**src/hw/rtl/i2cm_pkg.sv**
```systemverilog
// Shared types and constants for the I2C master register transfer block.
// Holds the channel payload structs, the queued command struct and the
// sequencer phase codes. No dependencies.
package i2cm_pkg;

   localparam logic [7:0] READ_BIT  = 8'h01;
   localparam logic [7:0] MSB_MASK  = 8'h80;
   localparam logic [15:0] ACK_TIMEOUT_RESET = 16'd1000;

   localparam logic [1:0] KIND_START_WR = 2'd0;
   localparam logic [1:0] KIND_START_RD = 2'd1;
   localparam logic [1:0] KIND_WR_BYTE  = 2'd2;
   localparam logic [1:0] KIND_TICK     = 2'd3;

   localparam logic [1:0] STATUS_BUSY    = 2'd0;
   localparam logic [1:0] STATUS_OK      = 2'd1;
   localparam logic [1:0] STATUS_TIMEOUT = 2'd2;

   typedef struct packed {
      logic [1:0]  kind;
      logic [6:0]  slave_addr;
      logic        use_reg;
      logic [7:0]  sub_addr;
      logic [15:0] byte_count;
      logic [7:0]  wr_byte;
      logic        sda_sample;
   } req_type;

   typedef struct packed {
      logic        scl_level;
      logic        sda_level;
      logic [7:0]  rd_byte;
      logic        rd_valid;
      logic        want_byte;
      logic        done_res;
      logic [1:0]  status;
      logic        busy_res;
   } rsp_type;

   typedef enum logic [1:0] {
      OP_START,
      OP_DATA,
      OP_TICK
   } op_type;

   typedef struct packed {
      op_type      op;
      logic        read;
      logic [6:0]  slave_addr;
      logic        use_reg;
      logic [7:0]  sub_addr;
      logic [15:0] byte_count;
      logic [7:0]  wr_byte;
      logic        sda_sample;
   } cmd_type;

   typedef enum logic [4:0] {
      PH_IDLE,
      PH_ST_SDAH,
      PH_ST_SCLH,
      PH_ST_SDAL,
      PH_ST_SCLL,
      PH_TX_SDA,
      PH_TX_SCLH,
      PH_TX_SCLL,
      PH_AK_SDAH,
      PH_AK_SCLH,
      PH_AK_POLL,
      PH_WAIT_DAT,
      PH_RX_SDAH,
      PH_RX_SCLH,
      PH_RX_SCLL,
      PH_MA_SDA,
      PH_MA_SCLH,
      PH_MA_SCLL,
      PH_SP_SCLL,
      PH_SP_SDAL,
      PH_SP_SCLH,
      PH_SP_SDAH
   } phase_type;

   typedef enum logic [1:0] {
      ROLE_ADDR_W,
      ROLE_REG,
      ROLE_DATA,
      ROLE_ADDR_R
   } role_type;

endpackage

```
**src/hw/rtl/i2cm_front.sv**
```systemverilog
// Front end: decodes an incoming transaction into a queued command.
// Depends on i2cm_pkg.
module i2cm_front (
   input  i2cm_pkg::req_type req_payload,
   output i2cm_pkg::cmd_type cmd
);

   always_comb begin
      cmd.read       = (req_payload.kind == i2cm_pkg::KIND_START_RD);
      cmd.slave_addr = req_payload.slave_addr;
      cmd.use_reg    = req_payload.use_reg;
      cmd.sub_addr   = req_payload.sub_addr;
      cmd.byte_count = req_payload.byte_count;
      cmd.wr_byte    = req_payload.wr_byte;
      cmd.sda_sample = req_payload.sda_sample;
      case (req_payload.kind)
         i2cm_pkg::KIND_START_WR: cmd.op = i2cm_pkg::OP_START;
         i2cm_pkg::KIND_START_RD: cmd.op = i2cm_pkg::OP_START;
         i2cm_pkg::KIND_WR_BYTE:  cmd.op = i2cm_pkg::OP_DATA;
         default:                 cmd.op = i2cm_pkg::OP_TICK;
      endcase
   end

endmodule

```
**src/hw/rtl/i2cm_queue.sv**
```systemverilog
// Short command queue between the front end and the sequencer.
// Depends on i2cm_pkg.
module i2cm_queue #(
   parameter int DEPTH = 2
) (
   input  logic              clock,
   input  logic              reset,
   input  logic              in_valid,
   output logic              in_ready,
   input  i2cm_pkg::cmd_type in_cmd,
   output logic              out_valid,
   input  logic              out_ready,
   output i2cm_pkg::cmd_type out_cmd
);

   localparam int PTR_W = (DEPTH > 1) ? $clog2(DEPTH) : 1;
   localparam int CNT_W = $clog2(DEPTH + 1);
   localparam logic [PTR_W-1:0] LAST_PTR = PTR_W'(DEPTH - 1);
   localparam logic [CNT_W-1:0] FULL_CNT = CNT_W'(DEPTH);

   i2cm_pkg::cmd_type mem_ff [DEPTH];
   logic [PTR_W-1:0] wr_ptr_ff, wr_ptr_in;
   logic [PTR_W-1:0] rd_ptr_ff, rd_ptr_in;
   logic [CNT_W-1:0] count_ff, count_in;
   logic push, pop;

   assign in_ready  = (count_ff != FULL_CNT);
   assign out_valid = (count_ff != '0);
   assign out_cmd   = mem_ff[rd_ptr_ff];
   assign push      = in_valid && in_ready;
   assign pop       = out_valid && out_ready;

   always_comb begin
      wr_ptr_in = wr_ptr_ff;
      rd_ptr_in = rd_ptr_ff;
      count_in  = count_ff;
      if (push) begin
         wr_ptr_in = (wr_ptr_ff == LAST_PTR) ? '0 : wr_ptr_ff + 1'b1;
      end
      if (pop) begin
         rd_ptr_in = (rd_ptr_ff == LAST_PTR) ? '0 : rd_ptr_ff + 1'b1;
      end
      if (push && !pop) begin
         count_in = count_ff + 1'b1;
      end else if (pop && !push) begin
         count_in = count_ff - 1'b1;
      end
   end

   always_ff @(posedge clock) begin
      if (reset) begin
         wr_ptr_ff <= '0;
         rd_ptr_ff <= '0;
         count_ff  <= '0;
      end else begin
         wr_ptr_ff <= wr_ptr_in;
         rd_ptr_ff <= rd_ptr_in;
         count_ff  <= count_in;
      end
   end

   always_ff @(posedge clock) begin
      if (push) begin
         mem_ff[wr_ptr_ff] <= in_cmd;
      end
   end

endmodule

```
**src/hw/rtl/i2cm_seq.sv**
```systemverilog
// Back end: bus sequencer, acknowledge timeout register and result register.
// Depends on i2cm_pkg.
module i2cm_seq (
   input  logic              clock,
   input  logic              reset,
   input  logic              cmd_valid,
   output logic              cmd_ready,
   input  i2cm_pkg::cmd_type cmd,
   input  logic              csr_valid,
   output logic              csr_ready,
   input  logic [15:0]       csr_data,
   output logic              rsp_valid,
   input  logic              rsp_ready,
   output i2cm_pkg::rsp_type rsp_payload
);

   i2cm_pkg::phase_type phase_ff, phase_in;
   i2cm_pkg::role_type  role_ff, role_in;
   logic [3:0]  bit_ff, bit_in, bit_inc;
   logic [7:0]  shift_ff, shift_in;
   logic [15:0] left_ff, left_in;
   logic [15:0] wait_ff, wait_in;
   logic        read_ff, read_in;
   logic [6:0]  target_ff, target_in;
   logic [7:0]  regaddr_ff, regaddr_in;
   logic        regflag_ff, regflag_in;
   logic        scl_ff, scl_in;
   logic        sda_ff, sda_in;
   logic        failed_ff, failed_in;
   logic [15:0] timeout_ff;
   logic        rsp_valid_ff, rsp_valid_in;
   i2cm_pkg::rsp_type rsp_ff, rsp_in;
   logic        fire;
   logic        ack_next_is_stop;

   assign csr_ready   = 1'b1;
   assign cmd_ready   = !rsp_valid_ff || rsp_ready;
   assign fire        = cmd_valid && cmd_ready;
   assign rsp_valid   = rsp_valid_ff;
   assign rsp_payload = rsp_ff;
   assign bit_inc     = bit_ff + 4'd1;
   assign ack_next_is_stop = (left_ff == '0);

   always_comb begin
      phase_in   = phase_ff;
      role_in    = role_ff;
      bit_in     = bit_ff;
      shift_in   = shift_ff;
      left_in    = left_ff;
      wait_in    = wait_ff;
      read_in    = read_ff;
      target_in  = target_ff;
      regaddr_in = regaddr_ff;
      regflag_in = regflag_ff;
      scl_in     = scl_ff;
      sda_in     = sda_ff;
      failed_in  = failed_ff;
      rsp_in.rd_byte  = '0;
      rsp_in.rd_valid = 1'b0;
      rsp_in.done_res = 1'b0;
      rsp_in.status   = i2cm_pkg::STATUS_BUSY;

      case (cmd.op)
         i2cm_pkg::OP_START: begin
            if (phase_ff == i2cm_pkg::PH_IDLE) begin
               read_in    = cmd.read;
               target_in  = cmd.slave_addr;
               regflag_in = cmd.use_reg;
               regaddr_in = cmd.sub_addr;
               left_in    = cmd.byte_count;
               wait_in    = '0;
               bit_in     = '0;
               failed_in  = 1'b0;
               role_in    = i2cm_pkg::ROLE_ADDR_W;
               phase_in   = i2cm_pkg::PH_ST_SDAH;
            end
         end
         i2cm_pkg::OP_DATA: begin
            if (phase_ff == i2cm_pkg::PH_WAIT_DAT) begin
               left_in  = left_ff - 16'd1;
               shift_in = cmd.wr_byte;
               bit_in   = '0;
               role_in  = i2cm_pkg::ROLE_DATA;
               phase_in = i2cm_pkg::PH_TX_SDA;
            end
         end
         default: begin
            case (phase_ff)
               i2cm_pkg::PH_ST_SDAH: begin
                  sda_in   = 1'b1;
                  phase_in = i2cm_pkg::PH_ST_SCLH;
               end
               i2cm_pkg::PH_ST_SCLH: begin
                  scl_in   = 1'b1;
                  phase_in = i2cm_pkg::PH_ST_SDAL;
               end
               i2cm_pkg::PH_ST_SDAL: begin
                  sda_in   = 1'b0;
                  phase_in = i2cm_pkg::PH_ST_SCLL;
               end
               i2cm_pkg::PH_ST_SCLL: begin
                  scl_in   = 1'b0;
                  bit_in   = '0;
                  phase_in = i2cm_pkg::PH_TX_SDA;
                  if (role_ff == i2cm_pkg::ROLE_ADDR_R) begin
                     shift_in = {target_ff, 1'b0} | i2cm_pkg::READ_BIT;
                  end else begin
                     shift_in = {target_ff, 1'b0};
                     role_in  = i2cm_pkg::ROLE_ADDR_W;
                  end
               end
               i2cm_pkg::PH_TX_SDA: begin
                  sda_in   = |(shift_ff & i2cm_pkg::MSB_MASK);
                  phase_in = i2cm_pkg::PH_TX_SCLH;
               end
               i2cm_pkg::PH_TX_SCLH: begin
                  scl_in   = 1'b1;
                  phase_in = i2cm_pkg::PH_TX_SCLL;
               end
               i2cm_pkg::PH_TX_SCLL: begin
                  scl_in   = 1'b0;
                  shift_in = {shift_ff[6:0], 1'b0};
                  if (bit_inc[3]) begin
                     bit_in   = '0;
                     phase_in = i2cm_pkg::PH_AK_SDAH;
                  end else begin
                     bit_in   = bit_inc;
                     phase_in = i2cm_pkg::PH_TX_SDA;
                  end
               end
               i2cm_pkg::PH_AK_SDAH: begin
                  sda_in   = 1'b1;
                  wait_in  = '0;
                  phase_in = i2cm_pkg::PH_AK_SCLH;
               end
               i2cm_pkg::PH_AK_SCLH: begin
                  scl_in   = 1'b1;
                  phase_in = i2cm_pkg::PH_AK_POLL;
               end
               i2cm_pkg::PH_AK_POLL: begin
                  if (!cmd.sda_sample) begin
                     scl_in = 1'b0;
                     case (role_ff)
                        i2cm_pkg::ROLE_ADDR_W, i2cm_pkg::ROLE_REG: begin
                           if (role_ff == i2cm_pkg::ROLE_ADDR_W && regflag_ff) begin
                              shift_in = regaddr_ff;
                              bit_in   = '0;
                              role_in  = i2cm_pkg::ROLE_REG;
                              phase_in = i2cm_pkg::PH_TX_SDA;
                           end else if (read_ff) begin
                              role_in  = i2cm_pkg::ROLE_ADDR_R;
                              phase_in = i2cm_pkg::PH_ST_SDAH;
                           end else begin
                              phase_in = ack_next_is_stop ? i2cm_pkg::PH_SP_SDAL
                                                          : i2cm_pkg::PH_WAIT_DAT;
                           end
                        end
                        i2cm_pkg::ROLE_DATA: begin
                           phase_in = ack_next_is_stop ? i2cm_pkg::PH_SP_SDAL
                                                       : i2cm_pkg::PH_WAIT_DAT;
                        end
                        default: begin
                           phase_in = ack_next_is_stop ? i2cm_pkg::PH_SP_SDAL
                                                       : i2cm_pkg::PH_RX_SDAH;
                        end
                     endcase
                  end else if (wait_ff >= timeout_ff) begin
                     failed_in = 1'b1;
                     phase_in  = i2cm_pkg::PH_SP_SCLL;
                  end else begin
                     wait_in = wait_ff + 16'd1;
                  end
               end
               i2cm_pkg::PH_RX_SDAH: begin
                  sda_in   = 1'b1;
                  bit_in   = '0;
                  shift_in = '0;
                  phase_in = i2cm_pkg::PH_RX_SCLH;
               end
               i2cm_pkg::PH_RX_SCLH: begin
                  scl_in   = 1'b1;
                  shift_in = {shift_ff[6:0], cmd.sda_sample};
                  phase_in = i2cm_pkg::PH_RX_SCLL;
               end
               i2cm_pkg::PH_RX_SCLL: begin
                  scl_in = 1'b0;
                  if (bit_inc[3]) begin
                     bit_in          = '0;
                     rsp_in.rd_byte  = shift_ff;
                     rsp_in.rd_valid = 1'b1;
                     left_in         = left_ff - 16'd1;
                     phase_in        = i2cm_pkg::PH_MA_SDA;
                  end else begin
                     bit_in   = bit_inc;
                     phase_in = i2cm_pkg::PH_RX_SCLH;
                  end
               end
               i2cm_pkg::PH_MA_SDA: begin
                  sda_in   = ack_next_is_stop;
                  phase_in = i2cm_pkg::PH_MA_SCLH;
               end
               i2cm_pkg::PH_MA_SCLH: begin
                  scl_in   = 1'b1;
                  phase_in = i2cm_pkg::PH_MA_SCLL;
               end
               i2cm_pkg::PH_MA_SCLL: begin
                  scl_in   = 1'b0;
                  phase_in = ack_next_is_stop ? i2cm_pkg::PH_SP_SDAL
                                              : i2cm_pkg::PH_RX_SDAH;
               end
               i2cm_pkg::PH_SP_SCLL: begin
                  scl_in   = 1'b0;
                  phase_in = i2cm_pkg::PH_SP_SDAL;
               end
               i2cm_pkg::PH_SP_SDAL: begin
                  sda_in   = 1'b0;
                  phase_in = i2cm_pkg::PH_SP_SCLH;
               end
               i2cm_pkg::PH_SP_SCLH: begin
                  scl_in   = 1'b1;
                  phase_in = i2cm_pkg::PH_SP_SDAH;
               end
               i2cm_pkg::PH_SP_SDAH: begin
                  sda_in          = 1'b1;
                  rsp_in.done_res = 1'b1;
                  rsp_in.status   = failed_ff ? i2cm_pkg::STATUS_TIMEOUT
                                              : i2cm_pkg::STATUS_OK;
                  failed_in       = 1'b0;
                  phase_in        = i2cm_pkg::PH_IDLE;
               end
               default: begin
               end
            endcase
         end
      endcase

      rsp_in.scl_level = scl_in;
      rsp_in.sda_level = sda_in;
      rsp_in.want_byte = (phase_in == i2cm_pkg::PH_WAIT_DAT);
      rsp_in.busy_res  = (phase_in != i2cm_pkg::PH_IDLE);

      rsp_valid_in = rsp_valid_ff;
      if (fire) begin
         rsp_valid_in = 1'b1;
      end else if (rsp_ready) begin
         rsp_valid_in = 1'b0;
      end
   end

   always_ff @(posedge clock) begin
      if (reset) begin
         phase_ff     <= i2cm_pkg::PH_IDLE;
         role_ff      <= i2cm_pkg::ROLE_ADDR_W;
         bit_ff       <= '0;
         shift_ff     <= '0;
         left_ff      <= '0;
         wait_ff      <= '0;
         read_ff      <= 1'b0;
         target_ff    <= '0;
         regaddr_ff   <= '0;
         regflag_ff   <= 1'b0;
         scl_ff       <= 1'b1;
         sda_ff       <= 1'b1;
         failed_ff    <= 1'b0;
         timeout_ff   <= i2cm_pkg::ACK_TIMEOUT_RESET;
         rsp_valid_ff <= 1'b0;
      end else begin
         if (fire) begin
            phase_ff   <= phase_in;
            role_ff    <= role_in;
            bit_ff     <= bit_in;
            shift_ff   <= shift_in;
            left_ff    <= left_in;
            wait_ff    <= wait_in;
            read_ff    <= read_in;
            target_ff  <= target_in;
            regaddr_ff <= regaddr_in;
            regflag_ff <= regflag_in;
            scl_ff     <= scl_in;
            sda_ff     <= sda_in;
            failed_ff  <= failed_in;
         end
         if (csr_valid && csr_ready) begin
            timeout_ff <= csr_data;
         end
         rsp_valid_ff <= rsp_valid_in;
      end
   end

   always_ff @(posedge clock) begin
      if (fire) begin
         rsp_ff <= rsp_in;
      end
   end

   a_idle_released: assert property (@(posedge clock) disable iff (reset)
      (phase_ff == i2cm_pkg::PH_IDLE) |-> (scl_ff && sda_ff))
      else $error("bus lines not released while idle");

   a_wait_scl_low: assert property (@(posedge clock) disable iff (reset)
      (phase_ff == i2cm_pkg::PH_WAIT_DAT) |-> !scl_ff)
      else $error("SCL high while waiting for write data");

   a_done_status: assert property (@(posedge clock) disable iff (reset)
      (fire && rsp_in.done_res) |=>
         (rsp_ff.status == i2cm_pkg::STATUS_OK || rsp_ff.status == i2cm_pkg::STATUS_TIMEOUT))
      else $error("stop reported without final status");

   a_rd_in_read: assert property (@(posedge clock) disable iff (reset)
      (fire && rsp_in.rd_valid) |-> read_ff)
      else $error("received byte outside a read transaction");

endmodule

```
**src/hw/rtl/i2c_master_register_transfer.sv**
```systemverilog
// Top level of the I2C master register transfer block.
// Depends on i2cm_pkg, i2cm_front, i2cm_queue and i2cm_seq.
//
// Usage: every transaction on the req_ channel (start write, start read,
// write data byte, line tick) produces exactly one result transaction on
// the rsp_ channel, in order. The result carries the driven SCL/SDA levels,
// any received byte, the want_byte request, the stop/status report and busy.
// csr_ writes set the acknowledge timeout in ticks; the port is always
// ready; the user must write it only while the block is idle, as the
// block itself does not enforce this. An accepted request passes the
// command queue, then the sequencer result register makes its result valid.
// Throughput: one transaction per cycle while rsp_ready is high, set by the
// sequencer step that updates the bus phase and produces the result.
// When rsp_ready is low the result register holds; the queue absorbs up to
// QUEUE_DEPTH further requests before req_ready drops.
// Reset: timeout returns to 1000 ticks, both lines released, queue and
// result register empty; no clearing pass.
module i2c_master_register_transfer #(
   parameter int QUEUE_DEPTH = 2
) (
   input  logic              clock,
   input  logic              reset,
   input  logic              req_valid,
   output logic              req_ready,
   input  i2cm_pkg::req_type req_payload,
   output logic              rsp_valid,
   input  logic              rsp_ready,
   output i2cm_pkg::rsp_type rsp_payload,
   input  logic              csr_valid,
   output logic              csr_ready,
   input  logic [15:0]       csr_data
);

   i2cm_pkg::cmd_type front_cmd;
   i2cm_pkg::cmd_type head_cmd;
   logic head_valid;
   logic head_ready;

   i2cm_front u_front (
      .req_payload (req_payload),
      .cmd         (front_cmd)
   );

   i2cm_queue #(
      .DEPTH (QUEUE_DEPTH)
   ) u_queue (
      .clock     (clock),
      .reset     (reset),
      .in_valid  (req_valid),
      .in_ready  (req_ready),
      .in_cmd    (front_cmd),
      .out_valid (head_valid),
      .out_ready (head_ready),
      .out_cmd   (head_cmd)
   );

   i2cm_seq u_seq (
      .clock       (clock),
      .reset       (reset),
      .cmd_valid   (head_valid),
      .cmd_ready   (head_ready),
      .cmd         (head_cmd),
      .csr_valid   (csr_valid),
      .csr_ready   (csr_ready),
      .csr_data    (csr_data),
      .rsp_valid   (rsp_valid),
      .rsp_ready   (rsp_ready),
      .rsp_payload (rsp_payload)
   );

endmodule

```
**config.mk**
```make
export PLATFORM = sky130hd
export DESIGN_NAME = i2c_master_register_transfer
export DESIGN_NICKNAME = d
export VERILOG_FILES = /design/src/hw/rtl/i2cm_pkg.sv /design/src/hw/rtl/i2cm_front.sv /design/src/hw/rtl/i2cm_queue.sv /design/src/hw/rtl/i2cm_seq.sv /design/src/hw/rtl/i2c_master_register_transfer.sv
export SDC_FILE = /design/constraint.sdc
export NUM_CORES = 1
export LEC_CHECK = 0
export BUFFER_PORTS_ARGS = -buffer_cell sky130_fd_sc_hd__buf_2
export CAP_MARGIN = 25
export CELL_PAD_IN_SITES_DETAIL_PLACEMENT = 1
export CELL_PAD_IN_SITES_GLOBAL_PLACEMENT = 2
export CORE_MARGIN = 4
export CORE_UTILIZATION = 35
export DETAILED_ROUTE_END_ITERATION = 8
export PLACE_DENSITY_LB_ADDON = 0.1
export SLEW_MARGIN = 15
export SYNTH_ARGS = -nofsm -noshare
export SYNTH_HDL_FRONTEND = slang
export SYNTH_SLANG_ARGS = --single-unit
export TNS_END_PERCENT = 30
```
**constraint.sdc**
```tcl
create_clock -name clock -period 3 [get_ports clock]
set_clock_uncertainty 0.05 [all_clocks]
set_input_delay 0.6 -clock clock [delete_from_list [all_inputs] [get_ports clock]]
set_output_delay 0.6 -clock clock [all_outputs]
set_load 0.005 [all_outputs]
```
Word level (Yosys, flattened, before mapping) --
Memory sizes are Yosys's and may differ from the RTL's. A register that Yosys moved wholly into a read port is not among the register bits. Index checks and enable logic that the tools add are counted.
Word-level totals: output and inout bits 19, bits in writable memories 88, input port bits 64, word-level logic and storage cells 197, memories kept 1, bits in registers 108
Memory list:
- u_queue.mem_ff | depth 2, width 44, rd ports 1, clocked after memory_dff 1, wr ports 1, RTL line i2cm_queue.sv:21 | i2cm_pkg::cmd_type mem_ff [DEPTH];
Operators by class: order comparisons 1, reductions and logical operators 44, eq/ne operators 42, mux-type cells 71, $add $sub $neg 7, bitwise operators 5
Operator list (count):
- two-way mux 16 bit | 7
- case mux 5 bit (20 select lines) | 1
- case mux 16 bit (2 select lines) | 3
- == test 5 x 4 -> 1 bit, second input constant | 9
- two-way mux 5 bit | 8
- case mux 8 bit (5 select lines) | 1
- two-way mux 8 bit | 4
- == test 5 bit, second input constant | 6
- two-way mux 4 bit | 6
- two-way mux 2 bit | 11
- == test 5 x 3 -> 1 bit, second input constant | 4
- case mux 5 bit (2 select lines) | 2
- adder 16 x 1 -> 16 bit, second input constant | 1
- greater-or-equal comparator 16 bit | 1
- zero test 16 bit | 1
- two-way mux 1 bit | 16
- case mux 8 bit (2 select lines) | 1
- subtractor 16 x 1 -> 16 bit, second input constant | 1
- AND reduction 7 bit | 2
- case mux 2 bit (2 select lines) | 3
- case mux 4 bit (3 select lines) | 1
- AND reduction 6 bit | 2
- nonzero test 3 bit | 4
- OR reduction 2 bit | 6
- other kinds (39) | 69

Longest topological paths before layout --
Gate-level depths: netlist (run 1).
word-level depth 9, gate-level depth with buffers 11, mapped depth without buffers 9

Cells and area by module --
From an unflattened synthesis (run 1), not the netlist that was laid out.
Unflattened totals: cells, all modules 940, area total of the unflattened synthesis 9559.2 um^2
By module, submodules not included:
- i2cm_seq | sequential area each 2222.1 um^2, cells an instance 735, area an instance 5835.6 um^2, times used 1
- i2cm_queue | sequential area each 2742.6 um^2, cells an instance 161, area an instance 3393.3 um^2, times used 1
- i2cm_front | sequential area each 0.0 um^2, cells an instance 44, area an instance 330.3 um^2, times used 1

Worst setup path before layout (run 1) --
OpenSTA, ideal clock, no wires.
path type input to register, start input port req_valid, end memory u_queue.mem_ff[0][0] (netlist name), enable pin, required time 2505 ps, stages on the path 2, arrival time 2537 ps, path slack -33 ps, library setup time 445 ps, buffers on the path 0, cells stage by stage nand2_1 > nor2_1
Between the ends: longest elaborated chain between the ends 3
Ends and longest elaborated chain:
- start, declared | RTL line i2c_master_register_transfer.sv:23 | input logic req_valid,
- logical AND 1 bit | RTL line i2cm_queue.sv:30 | assign push = in_valid && in_ready;
- two-way mux 1 bit | RTL line i2cm_queue.sv:63 | if (push) begin
- two-way mux 1 bit (implied by the code) | RTL line i2cm_queue.sv:64 | mem_ff[wr_ptr_ff] <= in_cmd;
- end, declared | RTL line i2cm_queue.sv:21
No other way between the ends.

==> results of run 1 <==
## cells in the mapped netlist, types with 6 or more instances
master    count
edfxtp_1    104
dfxtp_1      92
nor2_1       92
nand2_1      69
a21oi_1      64
mux2i_1      63
o21ai_0      50
clkbuf_1     37
inv_1        32
nand3_1      26
a211oi_1     25
nor3_1       24
ha_1         21
nand2b_1     12
o211ai_1     12
or3_1        12
and2_1       11
buf_1        10
and3_1        8
nand4_1       8
nor2b_1       8
nor4_1        8
a221o_1       7
a31oi_1       6
mux2_2        6
xnor2_1       6
## worst paths after layout
check	endpoint	slack [ps]	cells after the start
setup / recovery	u_seq.rsp_payload[0]$_DFFE_PP_	160	9
hold reg to reg	u_seq.left_ff[8]$_SDFFE_PP0P_	440	2
setup reg to reg	u_seq.rsp_payload[0]$_DFFE_PP_	160	9
hold / removal	u_queue.mem_ff[0][1]$_DFFE_PP_	280	1
## per-stage QoR
stage	TNS, ps	hold slack, ps	area [sq um]	total power [mW]	utilization, %
5_1_grt	0	265	11000	10.3	42.1
3_3_place_gp	0	418	10300	7.11	39.5
6_report	0	282	11000	9.64	42.1
2_1_floorplan	0	401	9260	5.92	-
4_1_cts	0	263	11000	9.78	42.1
3_5_place_dp	-2.62	437	10300	7.20	39.5
## power by group through the flow
stage | sequential, mW | clock [mW] | combinational (mW)
floorplan | 3.63 | 0 | 2.29
global placement | 3.70 | 0 | 3.41
detailed placement | 3.72 | 0 | 3.48
CTS | 3.66 | 2.62 | 3.50
global route | 3.72 | 2.72 | 3.87
finish | 3.66 | 2.53 | 3.46
## logic make-up (layout without fill, tap and decap cells)
family | Yosys count | count (layout) | share of synthesized area, %
XOR/XNOR | 11 | 11 | 1.04
flip-flops | 196 | 196 | 53.6
adder cells (fa/ha/maj) | 21 | 21 | 2.84
other | 1 | 1 | 0.0405
AND/OR/NAND/NOR | 304 | 304 | 16.1
buffers and inverters | 86 | 195 | 3.60
AO/OA/AOI/OAI | 216 | 216 | 15.2
multiplexers | 69 | 69 | 7.54
## sequential cells by signal, indices dropped and copies added (netlist names), 2 cells and up, named ones only
name	flops
u_seq.wait_ff	16
u_seq.timeout_ff	16
u_seq.target_ff	7
u_seq.bit_ff	3
u_seq.shift_ff	8
u_queue.count_ff	2
u_seq.regaddr_ff	8
u_seq.left_ff	16
u_queue.mem_ff	88
u_seq.rsp_payload	16
u_seq.phase_ff	5
u_seq.role_ff	2
## worst max-delay path, cell delays in order, from the launching register on
cell and delay [ps]:
dfxtp_1 350, buf_4 160, buf_4 210, inv_1 70, and3_1 150, a2111oi_0 650, o2111ai_1 370, a21oi_1 240
o221a_2 230, nand3_1 80
## timing repair
item,CTS,global route
gates cloned,0,0
endpoints found under the setup margin,1,12
resized for setup,1,4
## metal layers
metal	vias up	GRT usage, %
met5	-	0
met2	125	30.8
met3	26	2.80
met1	3565	24.5
met4	0	5.59
li1	3533	-
## layout make-up
type                            count  area, sq um
Clock buffer                       17          425
Clock inverter                     15          238
Fill cell                        2915        15100
Inverter                           33          124
Multi-Input combinational cell    622         3990
Sequential cell                   196         4970
Tap cell                          335          419
Timing Repair Buffer              130          811
## placed cells by master, fill, tap and decap left out, types with 6 or more instances in the layout
cell,netlist,routed
a31oi_1,6,6
a211oi_1,25,25
nand2_1,69,68
inv_1,32,32
clkbuf_16,0,17
o211ai_1,12,12
nor4_1,8,8
nor3_1,24,24
and2_1,11,11
nand3_1,26,26
nor2b_1,8,8
nand2b_1,12,12
a21oi_1,64,63
nand4_1,8,8
buf_4,1,46
or3_1,12,12
nor2_1,92,90
o21ai_0,50,50
a221o_1,7,7
mux2_2,6,6
buf_2,5,81
and3_1,8,7
mux2i_1,63,63
xnor2_1,6,6
dfxtp_1,92,89
edfxtp_1,104,104
ha_1,21,21
==> results.toml, run 1 <==
[timing]
rsz0062_at_grt = "no"
slew_violations = 0
finalCriticalPeriod_ps = 2840
hold_viol_final = 0
setup_slack_ps = 162
period_share_pct = 94.6
worstMarginPinSlew_ps = 819
setup_violations = 0
relSlewSlack_pct = 45.4
fmax_mhz = 352

[logic_synthesis]
yosys_warnings = 0
ys_top_cells_by_area = "edfxtp_1 (34%), dfxtp_1 (20%), mux2i_1 (6.8%)"
synthesis.area_sq_um = 9260
synthesis.instances = 904
yosysTopAreaCellShare_pct = 33.7
avgSynthCellArea_sq_um = 10.2
synth_nets = 989
synthArstFlopShare_pct = 0
synth_ff_type = "edfxtp_1"
ys_seq_area_share_pct = 53.6
synth_cell_types = 72
synth_edf_count = 104
ys_seq_elements = 196
synth_area_leader_cell = "edfxtp_1"

[clock_tree]
cts_buffers = 17
tritoncts = "done"
cts_sinks = 196
clockBufferDepth = 2
clk_pin_slew_ps = 100
cts_hold_buf = 0
root_buffer = "clkbuf_16"
htree_levels = 4
clkLatencyLatePin_ps = 450
cts_setup_buffers = 0

[finish]
drive_gt1_share_pct = 18.9
area_growth_pct = 18.5
nNetsFinal = 1085
num_antenna_cells = 0
fin_cells = 1348

[place]
dp_cells = 1316
detailedPlace.worstSlack_ps = -2.62
place_hpwl_um = 18800
io_buffers = 81
globalplace.congestion = 0.840

[die]
core_area_sq_um = 26100
rows = 59
io-pin-count = 83
dieWidth_um = 171
die_y_um = 171
dieArea_sq_um = 29100
initial_core_util_pct = 35.5

[route]
ant_nets = 0
drt_wl_total_um = 26200
drc = 0
wl_per_cell_um = 19.4
first_pass_iters = 4
met1_length_um = 11700
routed-wl-met2_um = 13000
route.met3.wl_um = 1020
drt_iter0_markers = 415
dr.max_layer_used = "met4"
vias = 7249
vias_per_cell = 5.38

[grt]
grtUsageTotal_pct = 18.3
grt_overflow_total = 0
grt_pass1_wl_um = 42300
grt_max_degree = 45
antenna_found_initial = 0
first_global_vias = 7602

[setup_path]
crit_arrival_ps = 2960
path_class = "reg2reg"
startpoint = "u_seq.phase_ff[0]$_SDFFE_PP0P_"
crit_required_ps = 3130
path_max_fanout = 15
r2r_start = "u_seq.phase_ff[0]$_SDFFE_PP0P_"
critPathLaunchType = "flip-flop"
endpoint_kind = "flip-flop"

[run_status]
status = "completed"

[pwr]
power_frac_comb_pct = 35.9
power.leakage_nw = 4.04
powerDensity_nw_per_um2 = 879
p_sw_mw = 3.77
switching_share_pct = 39.1
clockPowerShare_pct = 26.2
internal_power_mw = 5.87
sequentialPowerShare_pct = 38.0
ir_drop_uv = 443

[job]
maxCapViolations = 0

[worst_hold_path]
hp-start = "req_payload[1]"
hp-class = "in2reg"
Power figures use the tool's default switching activity.
==> run 2, diff against run 1 <==
==> constraint.sdc (replaced) <==
create_clock -name clock -period 2.28 [get_ports clock]
set_clock_uncertainty 0.05 [all_clocks]
set_input_delay 0.456 -clock clock [delete_from_list [all_inputs] [get_ports clock]]
set_output_delay 0.456 -clock clock [all_outputs]
set_load 0.005 [all_outputs]
==> results.toml, run 2 (synthesis results as in run 1) <==
[timing]
setup_slack_ps = -331
fmax_mhz = 383
setup_violations = 26
tns_ps = -4790
hold_viol_final = 0
relSlewSlack_pct = 61.2
period_share_pct = 115
worstMarginPinSlew_ps = 582
finalCriticalPeriod_ps = 2610
rsz0062_at_grt = "yes"
slew_violations = 0

[route]
ant_nets = 0
drc = 0
first_pass_iters = 4
drt_wl_total_um = 28900
wl_per_cell_um = 19.6
drt_iter0_markers = 354
vias = 7812
vias_per_cell = 5.28

[setup_path]
critPathSlowestCell = "a2111o_1"
cp_cell_sequence = "inv_2 -> ha_4 -> nand2b_4 -> a2111o_1 -> a311oi_2 -> nand2_2 -> a21o_4 -> buf_6 -> or3_1 -> a21oi_1"
endpoint_kind = "flip-flop"
path_max_fanout = 5
crit_required_ps = 2600
path_class = "reg2reg"
max_stage_delay_ps = 410
critPathBufInv = 2
crit_arrival_ps = 2930
critPathLaunchType = "flip-flop"
crit_family = "compound AO/OA/AOI/OAI gates"

[worst_hold_path]
hp-class = "in2reg"

[pwr]
finalPower_mw = 14.5
sequentialPowerShare_pct = 32.7
power.leakage_nw = 4.81
internal_power_mw = 8.93
clockPowerShare_pct = 23.4
power_frac_comb_pct = 43.9
p_sw_mw = 5.55
switching_share_pct = 38.3
ir_drop_uv = 567
powerDensity_nw_per_um2 = 1160

[finish]
largest_reg_flops = 88
top_register = "u_queue.mem_ff"
area_growth_pct = 35.1
nNetsFinal = 1217
layout_commonest_cell = "buf_4"
num_antenna_cells = 0
fillers = 2884
mostFrequentLayoutCells = "buf_4 (156), edfxtp_1 (104), nor2_1 (86)"
drive_gt1_share_pct = 34.2

[clock_tree]
cts_sinks = 196
root_buffer = "clkbuf_16"
clkLatencyLatePin_ps = 440
clockBufferDepth = 2
cts_hold_buf = 0
clk_pin_slew_ps = 90
htree_levels = 4
cts_buffers = 17
tritoncts = "done"

[die]
core_area_sq_um = 26100
initial_core_util_pct = 35.5
dieWidth_um = 171
die_y_um = 171
dieArea_sq_um = 29100
io-pin-count = 83
rows = 59

[grt]
first_global_vias = 8478
grt_overflow_total = 0
grt_pass1_wl_um = 46700
grtUsageTotal_pct = 20.3
grt_max_degree = 47
antenna_found_initial = 0

[run_status]
status = "finished, violations left"
violations = "setup timing"

[job]
maxCapViolations = 0

[place]
globalplace.congestion = 0.868
place_hpwl_um = 20600
io_buffers = 81
run 2: worst register-to-register path, delay by kind of cell (launching register included):
family | cells | cell delay, ps
flops | 1 | 340
fa+ha+maj | 1 | 220
buf+inv | 2 | 170
simple gates | 3 | 660
compound gates | 4 | 1100
run 2: worst paths after layout:
check	cells after the start	slack, ps	startpoint	to
max	10	-330	u_seq.wait_ff[0]$_SDFFE_PP0P_	u_seq.wait_ff[5]$_SDFFE_PP0P_
min	1	140	req_payload[28]	u_queue.mem_ff[1][28]$_DFFE_PP_
max reg2reg	10	-330	u_seq.wait_ff[0]$_SDFFE_PP0P_	u_seq.wait_ff[5]$_SDFFE_PP0P_
min reg2reg	2	460	u_seq.regaddr_ff[5]$_SDFFE_PP0P_	u_seq.regaddr_ff[5]$_SDFFE_PP0P_
run 2: final cells by class:
type | instances | area, sq um | share of cell area, %
Timing Repair Buffer | 262 | 1930 | 15.4
Sequential cell | 196 | 4980 | 39.8
Clock inverter | 15 | 233 | 1.86
Inverter | 33 | 124 | 0.990
Multi-Input combinational cell | 622 | 4400 | 35.2
Clock buffer | 17 | 425 | 3.40
Tap cell | 335 | 419 | 3.35
run 2: timing repair:
item	in CTS	in global routing
pin swaps	27	35
cloned	1	0
setup buffers	6	5
gates resized for setup	63	70
hold endpoints to repair	0	0
endpoints found under the setup margin	68	80
run 2: power by group through the flow:
stage,clock network (mW),registers [mW],logic (mW)
CTS,3.49,4.72,6.09
global placement,0,4.76,5.64
global route,3.65,4.79,6.98
finish,3.39,4.73,6.36
detailed placement,0,4.79,5.80
floorplan,0,4.77,3.02
run 2: per-stage QoR:
| step | worst slack, ps | util [%] | cell area [sq um] | hold slack, ps | std cells |
|---|---|---|---|---|---|
| finish | -331 | 48.0 | 12500 | 140 | 1480 |
| global route | -417 | 48.0 | 12500 | 120 | 1480 |
| CTS | -392 | 46.8 | 12200 | 118 | 1476 |
| detailed placement | -619 | 43.1 | 11200 | 439 | 1437 |
| global placement | -518 | 43.1 | 11200 | 417 | 1437 |
| floorplan | -462 | - | 9260 | 401 | 904 |
run 2: layer usage:
metal	wire, um	track usage (%)	part of all wire (%)
met1	13000	27.0	45
met2	14800	35.6	51
met3	856	2.93	3.0
met4	298	3.58	1.0
met5	0	0	0
==> run 3, diff against run 2 <==
--- a/config.mk
+++ b/config.mk
@@ -8,9 +8,9 @@
 export BUFFER_PORTS_ARGS = -buffer_cell sky130_fd_sc_hd__buf_2
 export CAP_MARGIN = 25
 export CELL_PAD_IN_SITES_DETAIL_PLACEMENT = 1
-export CELL_PAD_IN_SITES_GLOBAL_PLACEMENT = 2
+export CELL_PAD_IN_SITES_GLOBAL_PLACEMENT = 1
 export CORE_MARGIN = 4
-export CORE_UTILIZATION = 35
+export CORE_UTILIZATION = 42
 export DETAILED_ROUTE_END_ITERATION = 8
 export PLACE_DENSITY_LB_ADDON = 0.1
 export SLEW_MARGIN = 15
==> results.toml, run 3 (synthesis results as in run 1) <==
[die]
core_area_sq_um = 21800
io-pin-count = 83
dieArea_sq_um = 24500
rows = 54
dieWidth_um = 156
die_y_um = 156
initial_core_util_pct = 42.6

[route]
vias_per_cell = 5.60
drc = 0
drt_iter0_markers = 460
vias = 8074
drt_wl_total_um = 29800
wl_per_cell_um = 20.7
first_pass_iters = 5
ant_nets = 0

[pwr]
finalPower_mw = 14.7
ir_drop_uv = 589
powerDensity_nw_per_um2 = 1140
clockPowerShare_pct = 23.0
power.leakage_nw = 4.96
power_frac_comb_pct = 44.5
p_sw_mw = 5.77
internal_power_mw = 8.89
sequentialPowerShare_pct = 32.5
switching_share_pct = 39.3

[grt]
grtUsageTotal_pct = 23.4
grt_pass1_wl_um = 45500
antenna_found_initial = 0
grt_overflow_total = 0
first_global_vias = 8484
grt_max_degree = 45

[setup_path]
critPathLaunchType = "flip-flop"
crit_arrival_ps = 3130
path_class = "reg2reg"
endpoint_kind = "flip-flop"
crit_required_ps = 2610
path_max_fanout = 3

[finish]
top_register = "u_queue.mem_ff"
mostFrequentLayoutCells = "buf_4 (163), edfxtp_1 (104), nor2_1 (86)"
layout_commonest_cell = "buf_4"
drive_gt1_share_pct = 39.3
area_growth_pct = 39.2
largest_reg_flops = 88
num_antenna_cells = 0
nNetsFinal = 1234

[timing]
rsz0062_at_grt = "yes"
relSlewSlack_pct = 60.3
worstMarginPinSlew_ps = 595
period_share_pct = 123
finalCriticalPeriod_ps = 2800
setup_slack_ps = -516
setup_violations = 28
hold_viol_final = 0
slew_violations = 0
hold_ws_ps = 136
fmax_mhz = 358

[place]
globalplace.congestion = 0.896
io_buffers = 81
place_hpwl_um = 19800
detailedPlace.worstSlack_ps = -583

[clock_tree]
clockBufferDepth = 2
tritoncts = "done"
clk_pin_slew_ps = 100
root_buffer = "clkbuf_16"
htree_levels = 4
cts_sinks = 196
cts_buffers = 17
clkLatencyLatePin_ps = 450

[run_status]
status = "finished, violations left"
violations = "setup timing"

[worst_hold_path]
hp-class = "in2reg"

[job]
maxCapViolations = 0
run 3: changes by cell type in the layout (fill, tap and decap cells not counted), moves of 6 or more:
cell     before  now
buf_6        15   27
o21ai_2       6   13
o21ai_1      12    6
a21oi_1      55   43
buf_4       156  163
a21oi_2       7   17
run 3: metrics by stage:
stage	TNS (ps)	instance area [sq um]	cells	utilization [%]
finish	-7580	12900	1442	59.3
detailed placement	-16100	11100	1380	51.2
floorplan	-6770	9260	904	-
global placement	-13160	11100	1380	51.2
global route	-11200	12900	1442	59.3
CTS	-4660	12300	1424	56.6
run 3: critical path, stage by stage, from the launching register on:
cell       delay (ps)
dfxtp_1           360
inv_1              60
ha_1              290
o21ai_0           290
nand2b_1          150
a311oi_2          340
nand2_2           150
buf_6             150
a2111oi_4         320
or3b_4            430
a21oi_2           130
run 3: worst paths after layout:
path	slack [ps]	endpoint	from	cells past startpoint
max	-520	u_seq.wait_ff[15]$_SDFFE_PP0P_	u_seq.timeout_ff[2]$_SDFFE_PP0P_	10
min	140	u_queue.mem_ff[0][29]$_DFFE_PP_	req_payload[29]	1
min reg2reg	460	u_seq.timeout_ff[1]$_SDFFE_PP0P_	u_seq.timeout_ff[1]$_SDFFE_PP0P_	2
max reg2reg	-520	u_seq.wait_ff[15]$_SDFFE_PP0P_	u_seq.timeout_ff[2]$_SDFFE_PP0P_	10
run 3: power by group through the flow:
stage / clock network (mW) / registers, mW / logic [mW]
after floorplan: 0 / 4.77 / 3.02
after global placement: 0 / 4.77 / 5.34
after detailed placement: 0 / 4.81 / 5.54
after CTS: 3.44 / 4.74 / 6.11
after global routing: 3.61 / 4.82 / 7.04
final: 3.38 / 4.76 / 6.52
run 3: routing by layer:
| layer | global-route usage [%] | wire length, um | vias up |
|---|---|---|---|
| met1 | 31.8 | 13400 | 4037 |
| li1 | - | - | 3832 |
| met5 | 0 | 0 | - |
| met3 | 3.76 | 974 | 37 |
| met4 | 4.59 | 459 | 0 |
| met2 | 39.9 | 15000 | 168 |
run 3: final cells by class:
type                            count  area (sq um)
Fill cell                        2352          8860
Sequential cell                   196          4990
Multi-Input combinational cell    622          4670
Inverter                           33           124
Clock buffer                       17           425
Tap cell                          280           350
Timing Repair Buffer              279          2100
Clock inverter                     15           236
run 3: repair_timing:
item	CTS	global route
pin swaps	38	42
endpoints found under the setup margin	70	69
setup buffers	12	18
hold buffers	0	0
resized for setup	114	96
cloned	1	1
